$ cat src/rtl/core/uuf_pkg.sv
`default_nettype none

package uuf_pkg;

    // coin-flip exponent start points
    localparam logic [10:0] SINGLE_START_EXP = 11'd126;
    localparam logic [10:0] DOUBLE_START_EXP = 11'd1022;

    // word and pool sizes
    localparam int unsigned WORD_W      = 32;
    localparam int unsigned MANT_W      = 52;
    localparam int unsigned EXP_W       = 11;
    localparam int unsigned SP_MANT_W   = 23;
    localparam int unsigned SP_EXP_W    = 8;
    localparam int unsigned LEFT_W      = 6;

    // register map
    localparam int unsigned PADDR_W = 3;
    localparam logic [PADDR_W-1:0] REG_MODE_ADDR = 3'd0;

    // assembly phase of one float
    typedef enum logic [1:0] {
        PH_EXP_SEARCH = 2'd0,
        PH_MANT_FIRST = 2'd1,
        PH_MANT_SECOND = 2'd2,
        PH_TIE_BREAK  = 2'd3
    } t_phase;

    // controller states
    typedef enum logic [0:0] {
        ST_IDLE = 1'b0,
        ST_RUN  = 1'b1
    } t_state;

    // controller to datapath
    typedef struct packed {
        logic load;
        logic step;
    } t_dp_cmd;

    // datapath to controller
    typedef struct packed {
        logic need_word;
        logic emit;
        logic out_free;
    } t_dp_status;

endpackage

`default_nettype wire

$ cat src/rtl/core/uuf_ctrl.sv
`default_nettype none

module uuf_ctrl
    import uuf_pkg::*;
(
    input  wire logic       i_clk,
    input  wire logic       i_rst_n,
    input  wire logic       i_valid,
    output logic            o_ready,
    input  wire t_dp_status i_stat,
    output t_dp_cmd         o_cmd
);

    t_state r_state;
    t_state n_state;

    // state register
    always_ff @(posedge i_clk) begin
        if (!i_rst_n) begin
            r_state <= ST_IDLE;
        end else begin
            r_state <= n_state;
        end
    end

    // next state
    always_comb begin
        n_state = r_state;
        unique case (r_state)
            ST_IDLE: begin
                if (i_valid) begin
                    n_state = ST_RUN;
                end
            end
            ST_RUN: begin
                if (i_stat.need_word) begin
                    n_state = ST_IDLE;
                end else if (i_stat.emit && i_stat.out_free) begin
                    n_state = ST_IDLE;
                end
            end
            default: n_state = ST_IDLE;
        endcase
    end

    // outputs
    always_comb begin
        o_ready    = 1'b0;
        o_cmd.load = 1'b0;
        o_cmd.step = 1'b0;
        unique case (r_state)
            ST_IDLE: begin
                o_ready    = 1'b1;
                o_cmd.load = i_valid;
            end
            ST_RUN: begin
                // hold a finished float until the output register frees up
                o_cmd.step = !i_stat.need_word && (!i_stat.emit || i_stat.out_free);
            end
            default: begin
                o_ready = 1'b0;
            end
        endcase
    end

endmodule

`default_nettype wire

$ cat src/rtl/core/uuf_dp.sv
`default_nettype none

module uuf_dp
    import uuf_pkg::*;
(
    input  wire logic               i_clk,
    input  wire logic               i_rst_n,
    input  wire t_dp_cmd            i_cmd,
    output t_dp_status              o_stat,
    input  wire logic [WORD_W-1:0]  i_random_word,
    input  wire logic               i_mode_we,
    input  wire logic               i_mode_wdata,
    output logic                    o_mode,
    output logic [63:0]             o_float_bits,
    output logic                    o_valid,
    input  wire logic               i_ready
);

    logic                r_mode;
    logic [WORD_W-1:0]   r_word;
    logic                r_have;
    logic [WORD_W-1:0]   r_pool;
    logic [LEFT_W-1:0]   r_left;
    t_phase              r_phase;
    logic [EXP_W-1:0]    r_exp;
    logic [MANT_W-1:0]   r_mant;
    logic [63:0]         r_out;
    logic                r_out_valid;

    logic                n_have;
    logic [WORD_W-1:0]   n_pool;
    logic [LEFT_W-1:0]   n_left;
    t_phase              n_phase;
    logic [EXP_W-1:0]    n_exp;
    logic [MANT_W-1:0]   n_mant;
    logic [63:0]         n_out;

    logic                w_pool_empty;
    logic                w_coin_ok;
    logic                w_coin;
    logic                w_need;
    logic                w_emit;
    logic [EXP_W-1:0]    w_start_exp;
    logic [SP_MANT_W-1:0] w_sp_mant;
    logic [MANT_W-1:0]   w_dp_mant;

    assign w_pool_empty = (r_left == '0);
    assign w_coin_ok    = !w_pool_empty || r_have;
    assign w_coin       = w_pool_empty ? r_word[0] : r_pool[0];
    assign w_start_exp  = r_mode ? DOUBLE_START_EXP : SINGLE_START_EXP;
    assign w_sp_mant    = r_word[WORD_W-1 -: SP_MANT_W];
    assign w_dp_mant    = {r_mant[WORD_W-1:0], r_word[WORD_W-1 -: (MANT_W-WORD_W)]};

    // one micro-step: at most one coin or one mantissa word
    always_comb begin
        n_have  = r_have;
        n_pool  = r_pool;
        n_left  = r_left;
        n_phase = r_phase;
        n_exp   = r_exp;
        n_mant  = r_mant;
        w_need  = 1'b0;
        w_emit  = 1'b0;
        case (r_phase)
            PH_EXP_SEARCH: begin
                if (r_exp == '0) begin
                    n_phase = PH_MANT_FIRST;
                end else if (!w_coin_ok) begin
                    w_need = 1'b1;
                end else begin
                    if (w_coin) begin
                        n_phase = PH_MANT_FIRST;
                    end else begin
                        n_exp = r_exp - EXP_W'(1);
                    end
                end
            end
            PH_MANT_FIRST: begin
                if (!r_have) begin
                    w_need = 1'b1;
                end else begin
                    n_have = 1'b0;
                    if (r_mode) begin
                        n_mant  = {{(MANT_W-WORD_W){1'b0}}, r_word};
                        n_phase = PH_MANT_SECOND;
                    end else begin
                        n_mant = {{(MANT_W-SP_MANT_W){1'b0}}, w_sp_mant};
                        if (w_sp_mant == '0) begin
                            n_phase = PH_TIE_BREAK;
                        end else begin
                            w_emit = 1'b1;
                        end
                    end
                end
            end
            PH_MANT_SECOND: begin
                if (!r_have) begin
                    w_need = 1'b1;
                end else begin
                    n_have = 1'b0;
                    n_mant = w_dp_mant;
                    if (w_dp_mant == '0) begin
                        n_phase = PH_TIE_BREAK;
                    end else begin
                        w_emit = 1'b1;
                    end
                end
            end
            default: begin
                // tie-break coin for a zero mantissa
                if (!w_coin_ok) begin
                    w_need = 1'b1;
                end else begin
                    n_exp  = r_exp + EXP_W'(w_coin);
                    w_emit = 1'b1;
                end
            end
        endcase

        // coin taken from the pool, refilled from the word when empty
        if (!w_need && (r_phase == PH_TIE_BREAK
                        || (r_phase == PH_EXP_SEARCH && r_exp != '0))) begin
            if (w_pool_empty) begin
                n_pool = r_word >> 1;
                n_left = LEFT_W'(WORD_W - 1);
                n_have = 1'b0;
            end else begin
                n_pool = r_pool >> 1;
                n_left = r_left - LEFT_W'(1);
            end
        end
    end

    // float assembly
    always_comb begin
        if (r_mode) begin
            n_out = {1'b0, n_exp, n_mant};
        end else begin
            n_out = {32'd0, 1'b0, n_exp[SP_EXP_W-1:0], n_mant[SP_MANT_W-1:0]};
        end
    end

    // control and work state
    always_ff @(posedge i_clk) begin
        if (!i_rst_n) begin
            r_mode      <= 1'b0;
            r_have      <= 1'b0;
            r_pool      <= '0;
            r_left      <= '0;
            r_phase     <= PH_EXP_SEARCH;
            r_exp       <= SINGLE_START_EXP;
            r_mant      <= '0;
            r_out_valid <= 1'b0;
        end else begin
            if (r_out_valid && i_ready) begin
                r_out_valid <= 1'b0;
            end
            if (i_mode_we) begin
                r_mode  <= i_mode_wdata;
                r_phase <= PH_EXP_SEARCH;
                r_exp   <= i_mode_wdata ? DOUBLE_START_EXP : SINGLE_START_EXP;
                r_mant  <= '0;
            end else if (i_cmd.load) begin
                r_have <= 1'b1;
            end else if (i_cmd.step) begin
                r_pool <= n_pool;
                r_left <= n_left;
                r_have <= n_have;
                if (w_emit) begin
                    r_out_valid <= 1'b1;
                    r_phase     <= PH_EXP_SEARCH;
                    r_exp       <= w_start_exp;
                    r_mant      <= '0;
                end else begin
                    r_phase <= n_phase;
                    r_exp   <= n_exp;
                    r_mant  <= n_mant;
                end
            end
        end
    end

    // payload registers
    always_ff @(posedge i_clk) begin
        if (i_cmd.load) begin
            r_word <= i_random_word;
        end
        if (i_cmd.step && w_emit) begin
            r_out <= n_out;
        end
    end

    assign o_stat.need_word = w_need;
    assign o_stat.emit      = w_emit;
    assign o_stat.out_free  = !r_out_valid || i_ready;
    assign o_mode           = r_mode;
    assign o_float_bits     = r_out;
    assign o_valid          = r_out_valid;

endmodule

`default_nettype wire

$ cat src/rtl/core/uniform_unit_float_generator.sv
`default_nettype none

// Uniform float generator: turns a stream of 32-bit random words into IEEE
// floats in [0,1] (1.0 is possible). Each accepted word is used either as a
// 32-coin refill of the bit pool (coins taken LSB first) or as mantissa bits;
// a float needs a variable number of words (one or two mantissa words plus
// coin refills). The exponent search takes one coin per clock. After a word
// is accepted the block works through the coins still in the pool (up to
// 31), then up to 32 more once the word refills the pool, then an
// exponent-floor step and a step to ask for the next word, and only then is
// it ready to take another word from the input stream. The finished
// float sits in an output register, so the next word is accepted while a
// result waits; a second finished float holds the block until the first one
// is taken. precision_mode (address 0) selects single (0, low 32 bits used,
// upper 32 zero) or double (1); writing it restarts the float in progress but
// keeps the coin pool.
module uniform_unit_float_generator
    import uuf_pkg::*;
(
    input  wire logic               i_clk,
    input  wire logic               i_rst_n,
    input  wire logic [WORD_W-1:0]  i_random_word,
    input  wire logic               i_valid,
    output logic                    o_ready,
    output logic [63:0]             o_float_bits,
    output logic                    o_valid,
    input  wire logic               i_ready,
    input  wire logic               psel,
    input  wire logic               penable,
    input  wire logic               pwrite,
    input  wire logic [PADDR_W-1:0] paddr,
    input  wire logic [31:0]        pwdata,
    output logic [31:0]             prdata,
    output logic                    pready
);

    t_dp_cmd    w_cmd;
    t_dp_status w_stat;
    logic       w_mode;
    logic       w_mode_we;

    // register write decode
    assign pready    = 1'b1;
    assign w_mode_we = psel && penable && pwrite && (paddr == REG_MODE_ADDR);

    // register read
    always_comb begin
        unique case (paddr)
            REG_MODE_ADDR: prdata = {31'd0, w_mode};
            default:       prdata = 32'd0;
        endcase
    end

    // controller
    uuf_ctrl u_ctrl (
        .i_clk   (i_clk),
        .i_rst_n (i_rst_n),
        .i_valid (i_valid),
        .o_ready (o_ready),
        .i_stat  (w_stat),
        .o_cmd   (w_cmd)
    );

    // datapath
    uuf_dp u_dp (
        .i_clk         (i_clk),
        .i_rst_n       (i_rst_n),
        .i_cmd         (w_cmd),
        .o_stat        (w_stat),
        .i_random_word (i_random_word),
        .i_mode_we     (w_mode_we),
        .i_mode_wdata  (pwdata[0]),
        .o_mode        (w_mode),
        .o_float_bits  (o_float_bits),
        .o_valid       (o_valid),
        .i_ready       (i_ready)
    );

    // a finished float is never written over one still waiting
    a_no_overwrite: assert property (@(posedge i_clk) disable iff (!i_rst_n)
        w_cmd.step && w_stat.emit |-> w_stat.out_free)
        else $error("float written into a full output register");

    // a word is not taken while another is being worked on
    a_busy_after_accept: assert property (@(posedge i_clk) disable iff (!i_rst_n)
        i_valid && o_ready |=> !o_ready)
        else $error("word accepted while busy");

    // loading and stepping never overlap
    a_load_step: assert property (@(posedge i_clk) disable iff (!i_rst_n)
        w_cmd.load |-> !w_cmd.step)
        else $error("load and step in one cycle");

    // values are never negative, single keeps the upper half clear
    a_sign_clear: assert property (@(posedge i_clk) disable iff (!i_rst_n)
        o_valid |-> !o_float_bits[63] && (w_mode || o_float_bits[63:31] == 33'd0))
        else $error("sign bit set on output");

endmodule

`default_nettype wire

$ cat config.mk
export PLATFORM = sky130hd
export DESIGN_NAME = uniform_unit_float_generator
export DESIGN_NICKNAME = d
export VERILOG_FILES = /design/src/rtl/core/uuf_pkg.sv /design/src/rtl/core/uuf_ctrl.sv /design/src/rtl/core/uuf_dp.sv /design/src/rtl/core/uniform_unit_float_generator.sv
export SDC_FILE = /design/constraint.sdc
export NUM_CORES = 1
export LEC_CHECK = 0
export BUFFER_PORTS_ARGS = -buffer_cell sky130_fd_sc_hd__buf_2
export CAP_MARGIN = 20
export CORE_ASPECT_RATIO = 0.6
export CORE_MARGIN = 2
export CORE_UTILIZATION = 50
export DETAILED_ROUTE_END_ITERATION = 10
export PLACE_DENSITY_LB_ADDON = 0.3
export SKIP_CTS_REPAIR_TIMING = 1
export SLEW_MARGIN = 20
export SYNTH_ARGS = -nofsm -noshare
export SYNTH_HDL_FRONTEND = slang
export SYNTH_SLANG_ARGS = --single-unit
$ cat constraint.sdc
create_clock -name i_clk -period 8.59 [get_ports i_clk]
set_input_delay 0.4295 -clock i_clk [delete_from_list [all_inputs] [get_ports i_clk]]
set_output_delay 0.4295 -clock i_clk [all_outputs]
set_load 0.01 [all_outputs]
**Yosys cells after proc, flatten, opt, wreduce, memory -nomap -nowiden**

Index checks and enable logic that the tools add are counted.

- Register bits: 203
- Bits of input ports: 74
- Output and inout port bits: 99
- Logic and storage cells: 122

- Multiplexer cells: 59
- Reductions and logical operators: 34
- Add/sub/neg operators: 3
- Bitwise operators: 4
- Eq/ne operators: 10

Operators by type and width:

| cell | count |
|---|---|
| two-way mux 52 bit | 3 |
| one-hot mux 52 bit (2 select lines) | 1 |
| two-way mux 11 bit | 8 |
| two-way mux 31 bit | 2 |
| zero test 52 bit | 1 |
| two-way mux 32 bit | 1 |
| two-way mux 1 bit | 27 |
| zero test 23 bit | 1 |
| one-hot mux 11 bit (2 select lines) | 1 |
| two-way mux 10 bit | 2 |
| two-way mux 2 bit | 9 |
| != test 4 x 1 -> 1 bit, second input constant | 3 |
| adder 11 x 1 -> 11 bit | 1 |
| zero test 11 bit | 1 |
| nonzero test 11 bit | 1 |
| subtractor 11 x 1 -> 11 bit, second input constant | 1 |
| logical AND 1 bit | 9 |
| != test 3 x 1 -> 1 bit, second input constant | 3 |
| AND reduction 9 bit | 1 |
| zero test 6 bit | 1 |
| two-way mux 6 bit | 1 |
| one-hot mux 2 bit (3 select lines) | 1 |
| AND reduction 2 bit | 3 |
| subtractor 6 x 1 -> 6 bit, second input constant | 1 |
| 14 further kinds | 27 |

**Longest topological paths before layout**

- Depth after elaboration: 12
- Mapped depth: 14
- Mapped depth without buffers: 13

**By module**

From an unflattened synthesis, not the netlist that was laid out.

- Cells, all modules: 972
- Area total of the unflattened synthesis: 9360.2 um2

By module, submodules not included:

| module | area an instance (um2) | sequential area each (um2) | cells each | times used |
|---|---|---|---|---|
| uuf_dp | 9024.9 | 4954.8 | 927 | 1 |
| uniform_unit_float_generator | 274.0 | 0.0 | 37 | 1 |
| uuf_ctrl | 61.3 | 20.0 | 8 | 1 |

**Worst setup path before layout**

Ideal clock, no wire load.

- Kind: reg2reg
- Start: reg u_dp.r_phase[0]
- End: reg u_dp.r_out[0], in the netlist u_dp.o_float_bits[0], enable pin
- Required time: 8.106 ns
- Period minus slack after synthesis: 5.129 ns
- Path slack: 3.461 ns
- Path buffers: 2
- Arrival time: 4.645 ns
- Library setup time: 0.484 ns
- Stages on the path, launching flop included: 11
- Cells stage by stage: dfxtp_1 inv_1 ha_1 clkbuf_1 nand2_1 nor3_1 o41ai_1 o22ai_2 clkbuf_1 nand2_1 nor2_1

- Longest elaborated chain between the ends: 7
- Elaborated cells between the ends (all ways): 12
- Those cells by class: eq/ne: 2; mux: 3; reduce/logical: 7

Ends and longest elaborated chain:

| what | line | RTL |
|---|---|---|
| from (decl) | uuf_dp.sv:24 | `t_phase r_phase;` |
| from (signal assigned) | uuf_dp.sv:175 | `r_phase <= n_phase;` |
| equality test 2 x 1 -> 1 bit (tied with other cells) | uuf_dp.sv:64 | `case (r_phase)` |
| OR reduction 2 bit (no source line) / one-hot mux 1 bit (3 select lines) (equally long branches) | n/a |  |
| one-hot mux 1 bit (2 select lines) / zero test 1 bit (equally long branches) | uuf_dp.sv:64, uuf_ctrl.sv:58 |  |
| zero test 1 bit / logical OR 1 bit (equally long branches) | uuf_ctrl.sv:58 | `o_cmd.step = !i_stat.need_word && (!i_stat.emit \|\| i_stat.out_free);` |
| logical AND 1 bit | uuf_ctrl.sv:58 |  |
| two-way mux 1 bit | uuf_ctrl.sv:51 | `unique case (r_state)` |
| logical AND 1 bit * | uuf_dp.sv:188 | `if (i_cmd.step && w_emit) begin` |
| to (signal assigned) | uuf_dp.sv:189 | `r_out <= n_out;` |
| to (decl) | uuf_dp.sv:27 | `logic [63:0] r_out;` |

Every way passes the cells marked *; elsewhere a longest branch is shown, timed or not.
A chain may end at the register's enable or synchronous reset.

**Final worst setup path**

- Start: reg u_dp.r_phase[0]
- End: reg u_dp.r_mant[34]

- Longest elaborated chain between the ends: 7
- Elaborated cells between the ends (all ways): 14
- Those cells by class: eq/ne: 2; mux: 5; reduce/logical: 7

Ends and longest elaborated chain:

| what | line | RTL |
|---|---|---|
| equality test 2 x 1 -> 1 bit (tied with other cells) | uuf_dp.sv:64 |  |
| OR reduction 2 bit (no source line) / one-hot mux 1 bit (3 select lines) (equally long branches) | n/a |  |
| one-hot mux 1 bit (2 select lines) / zero test 1 bit (equally long branches) | uuf_dp.sv:64, uuf_ctrl.sv:58 |  |
| zero test 1 bit / logical OR 1 bit (equally long branches) | uuf_ctrl.sv:58 |  |
| logical AND 1 bit | uuf_ctrl.sv:58 |  |
| two-way mux 1 bit | uuf_ctrl.sv:51 |  |
| AND reduction 2 bit (no source line) | n/a |  |
| to (signal assigned) | uuf_dp.sv:177 | `r_mant <= n_mant;` |
| to (decl) | uuf_dp.sv:26 | `logic [MANT_W-1:0] r_mant;` |

Parallel ways exist; a longest one is shown, timed or not.

==> reports/qor.yml <==
finClkSkew_ps: 19.0
antenna_found_initial: 0
syn_inst: 908
fin_util: 0.579
grtUsageMet2: 0.333
p_leak_nw: 4.24
cts_num_sinks: 201
root_buffer: "clkbuf_16"
p_clk_frac: 0.308
grt_usage: 0.236
place_hpwl_um: 15800
initial_core_util: 0.513
hp-start: "i_random_word[7]"
yosys.cell_types.count: 68
critical_path_class: "reg2reg"
die_h_um: 110
grt_busiest_layer: "met1"
seq_area_frac_synth: 0.532
clk_latency_ps: 500
cp-start-kind: "flip-flop"
ys.flop_type: "dfxtp_1"
regArea_sq_mm: 0.00497
grt_max_degree: 73
cts_buffer_depth: 3
num_rows: 38
die_area_sq_mm: 0.0198
end_kind: "flip-flop"
area_growth_pct: 12.8
crit_arrival_ps: 4480
grtUsageMet3: 0.0494
drive_gt1_frac: 0.180
timing.rr.start: "u_dp.r_phase[0]$_SDFFE_PP0P_"
vias: 7395
drt_pass1_iterations: 9
antennaDiodeCount: 0
die_w_um: 180
drt-initial-drc-count: 812
final_area_sq_mm: 0.0105
cts-htree-levels: 1
grt_pass1_vias: 6641
fin_nets: 1063
synthTopCellsByArea: "edfxtp_1 31%, dfxtp_1 23%, a22oi_1 5.3%"
multiInputGateArea_sq_mm: 0.00386
drt-total-wl_um: 23600
gp_congestion: 0.924
cap_violations: 0
yosysWarnings: 0
period_minus_slack_ps: 4040
comb_power_share: 0.292
vdd.ir_drop.worst_v: 0.000164
grt_pass1_wl_um: 37000
status: "completed"
hold_violations: 0
hold_path_class: "in2reg"
avgSynthCellArea_sq_um: 10.3
synth_top_cell_area_share: 0.305
maxSlewHeadroom: 0.301
fmax_ghz: 0.248
rrSetupSlack_ps: 4550
tightest_slew_ps: 1050
swShare: 0.330
cts.reportedPaths.clkPinSlew_ps: 70
drc: 0
synthArstFlopShare: 0
pwr-share-seq: 0.400
ant_nets: 0
crit_required_ps: 9030
p_int_mw: 1.98
critPathMaxFanout: 40
setup_viol: 0
p_sw_mw: 0.975
setup_tns_ps: 0
ys_ff_latch: 201
cts_tree: "done"
portBuffers: 108
viasPerCell: 6.00
p_total_mw: 2.95
drv_slew: 0
dpl_cell_area_sq_mm: 0.00984
cts_made_buffers: 19
yosys.area.top_type: "edfxtp_1"
core_sq_mm: 0.0182
min_period_over_period: 0.470
p_per_area_mw_per_mm2: 280
startpoint: "u_dp.r_phase[0]$_SDFFE_PP0P_"
wl_per_cell_um: 19.1
rsz0062_at_grt: "no"
pin_count: 173
synth_edf_count: 95
grt_overflow: 0
grt_use_met1: 0.368
nFillCells: 1592
synth.cell_area_sq_mm: 0.00934
## state kept, by name (all words and copies together) (netlist names)
name and count:
u_dp.o_float_bits 63, u_dp.r_have 1, u_dp.o_mode 1, u_dp.r_phase 2, u_dp.r_mant 52, u_dp.r_word 32, u_dp.o_valid 1, u_dp.r_pool 31
u_ctrl.r_state 1, u_dp.r_exp 11, u_dp.r_left 6
## critical path, cell delays in order, from the launching register on
cell	delay, ps
dfxtp_1	430
inv_1	100
ha_1	450
nand2_1	400
nor3_1	290
o41ai_1	140
o22ai_2	620
a21o_2	780
a21o_1	500
and3_1	250
## layout by cell type (no fill, tap or decap), types with 3 or more instances in the layout
cell type    n
nor2_1     120
edfxtp_1    95
conb_1      33
and2_1       7
o21a_1       3
nand4_1     10
inv_1       24
mux2i_1     47
o21ai_0     34
bufinv_16    4
nor4_1      17
a311oi_1     3
a21oi_1     34
nand2_1     56
buf_2      108
o22a_1       3
buf_4       10
a211o_1      4
ha_1         9
mux2_2      16
a31oi_1      4
a211oi_1    34
clkbuf_16   19
nand2b_1     3
nor3_1      13
a222oi_1     8
and3_1      29
nor2b_1      3
a22oi_1     66
dfxtp_1    106
nand3_1      9
clkinv_2     3
and4_1       4
## power groups by stage
stage	combinational, mW	clock, mW	sequential (mW)
after floorplan	0.710	0	1.16
after global placement	0.811	0	1.19
after detailed placement	0.818	0	1.20
after CTS	0.824	0.923	1.18
after global routing	0.939	0.962	1.19
final	0.861	0.910	1.18
## logic make-up (layout without fill, tap and decap cells)
kind of cell | count (synthesis) | after routing | synth area share
compound gates | 225 | 225 | 0.173
simple gates | 285 | 285 | 0.144
fa+ha+maj | 9 | 9 | 0.0121
other cells | 2 | 33 | 0.000804
flops | 201 | 201 | 0.532
mux | 63 | 63 | 0.0696
buf+inv | 123 | 176 | 0.0686
## final timing paths
kind | cells past startpoint | endpoint
worst max register to register | 9 | u_dp.r_mant[34]$_SDFFE_PP0P_
worst min-delay path | 1 | u_dp.r_word[7]$_DFFE_PP_
worst min register to register | 1 | u_dp.r_mant[41]$_SDFFE_PP0P_
worst max-delay path | 9 | u_dp.r_mant[34]$_SDFFE_PP0P_
## layout make-up
class | instances | area share
Timing Repair Buffer | 119 | 0.0610
Clock buffer | 21 | 0.0468
Clock inverter | 12 | 0.0167
Sequential cell | 201 | 0.472
Multi-Input combinational cell | 615 | 0.366
Tap cell | 240 | 0.0285
Inverter | 24 | 0.00855
## per-stage QoR
stage / setup WS (ps) / hold slack [ps] / instances
finish: 4550 / 97.6 / 1232
global placement: 4710 / 458 / 1198
CTS: 4630 / 86.4 / 1231
detailed placement: 4640 / 467 / 1198
floorplan: 3460 / 435 / 939
global route: 4240 / 86.6 / 1232
## cell usage after synthesis (2+ instances only)
| library cell | number |
|---|---|
| nor2_1 | 122 |
| dfxtp_1 | 106 |
| edfxtp_1 | 95 |
| a22oi_1 | 66 |
| nand2_1 | 56 |
| clkbuf_1 | 48 |
| mux2i_1 | 47 |
| buf_4 | 35 |
| a211oi_1 | 34 |
| a21oi_1 | 34 |
| o21ai_0 | 34 |
| and3_1 | 29 |
| inv_1 | 24 |
| nor4_1 | 17 |
| mux2_2 | 16 |
| nor3_1 | 13 |
| nand4_1 | 10 |
| ha_1 | 9 |
| nand3_1 | 9 |
| a222oi_1 | 8 |
| buf_2 | 8 |
| and2_1 | 7 |
| buf_6 | 5 |
| a211o_1 | 4 |
| a31oi_1 | 4 |
| and4_1 | 4 |
| nor2b_1 | 4 |
| a311oi_1 | 3 |
| buf_1 | 3 |
| nand2b_1 | 3 |
| o21a_1 | 3 |
| o22a_1 | 3 |
| a21o_1 | 2 |
| a2bb2oi_1 | 2 |
| a311o_1 | 2 |
| a32o_1 | 2 |
| conb_1 | 2 |
| nor3b_1 | 2 |
| o211ai_1 | 2 |
| o31ai_1 | 2 |
| o41ai_1 | 2 |
## metal layers
metal	up-vias	part of all wire
li1	3462	-
met1	3543	0.48
met2	355	0.41
met3	35	0.092
met4	0	0.017
met5	-	0
(Power assumes the default switching activity.)
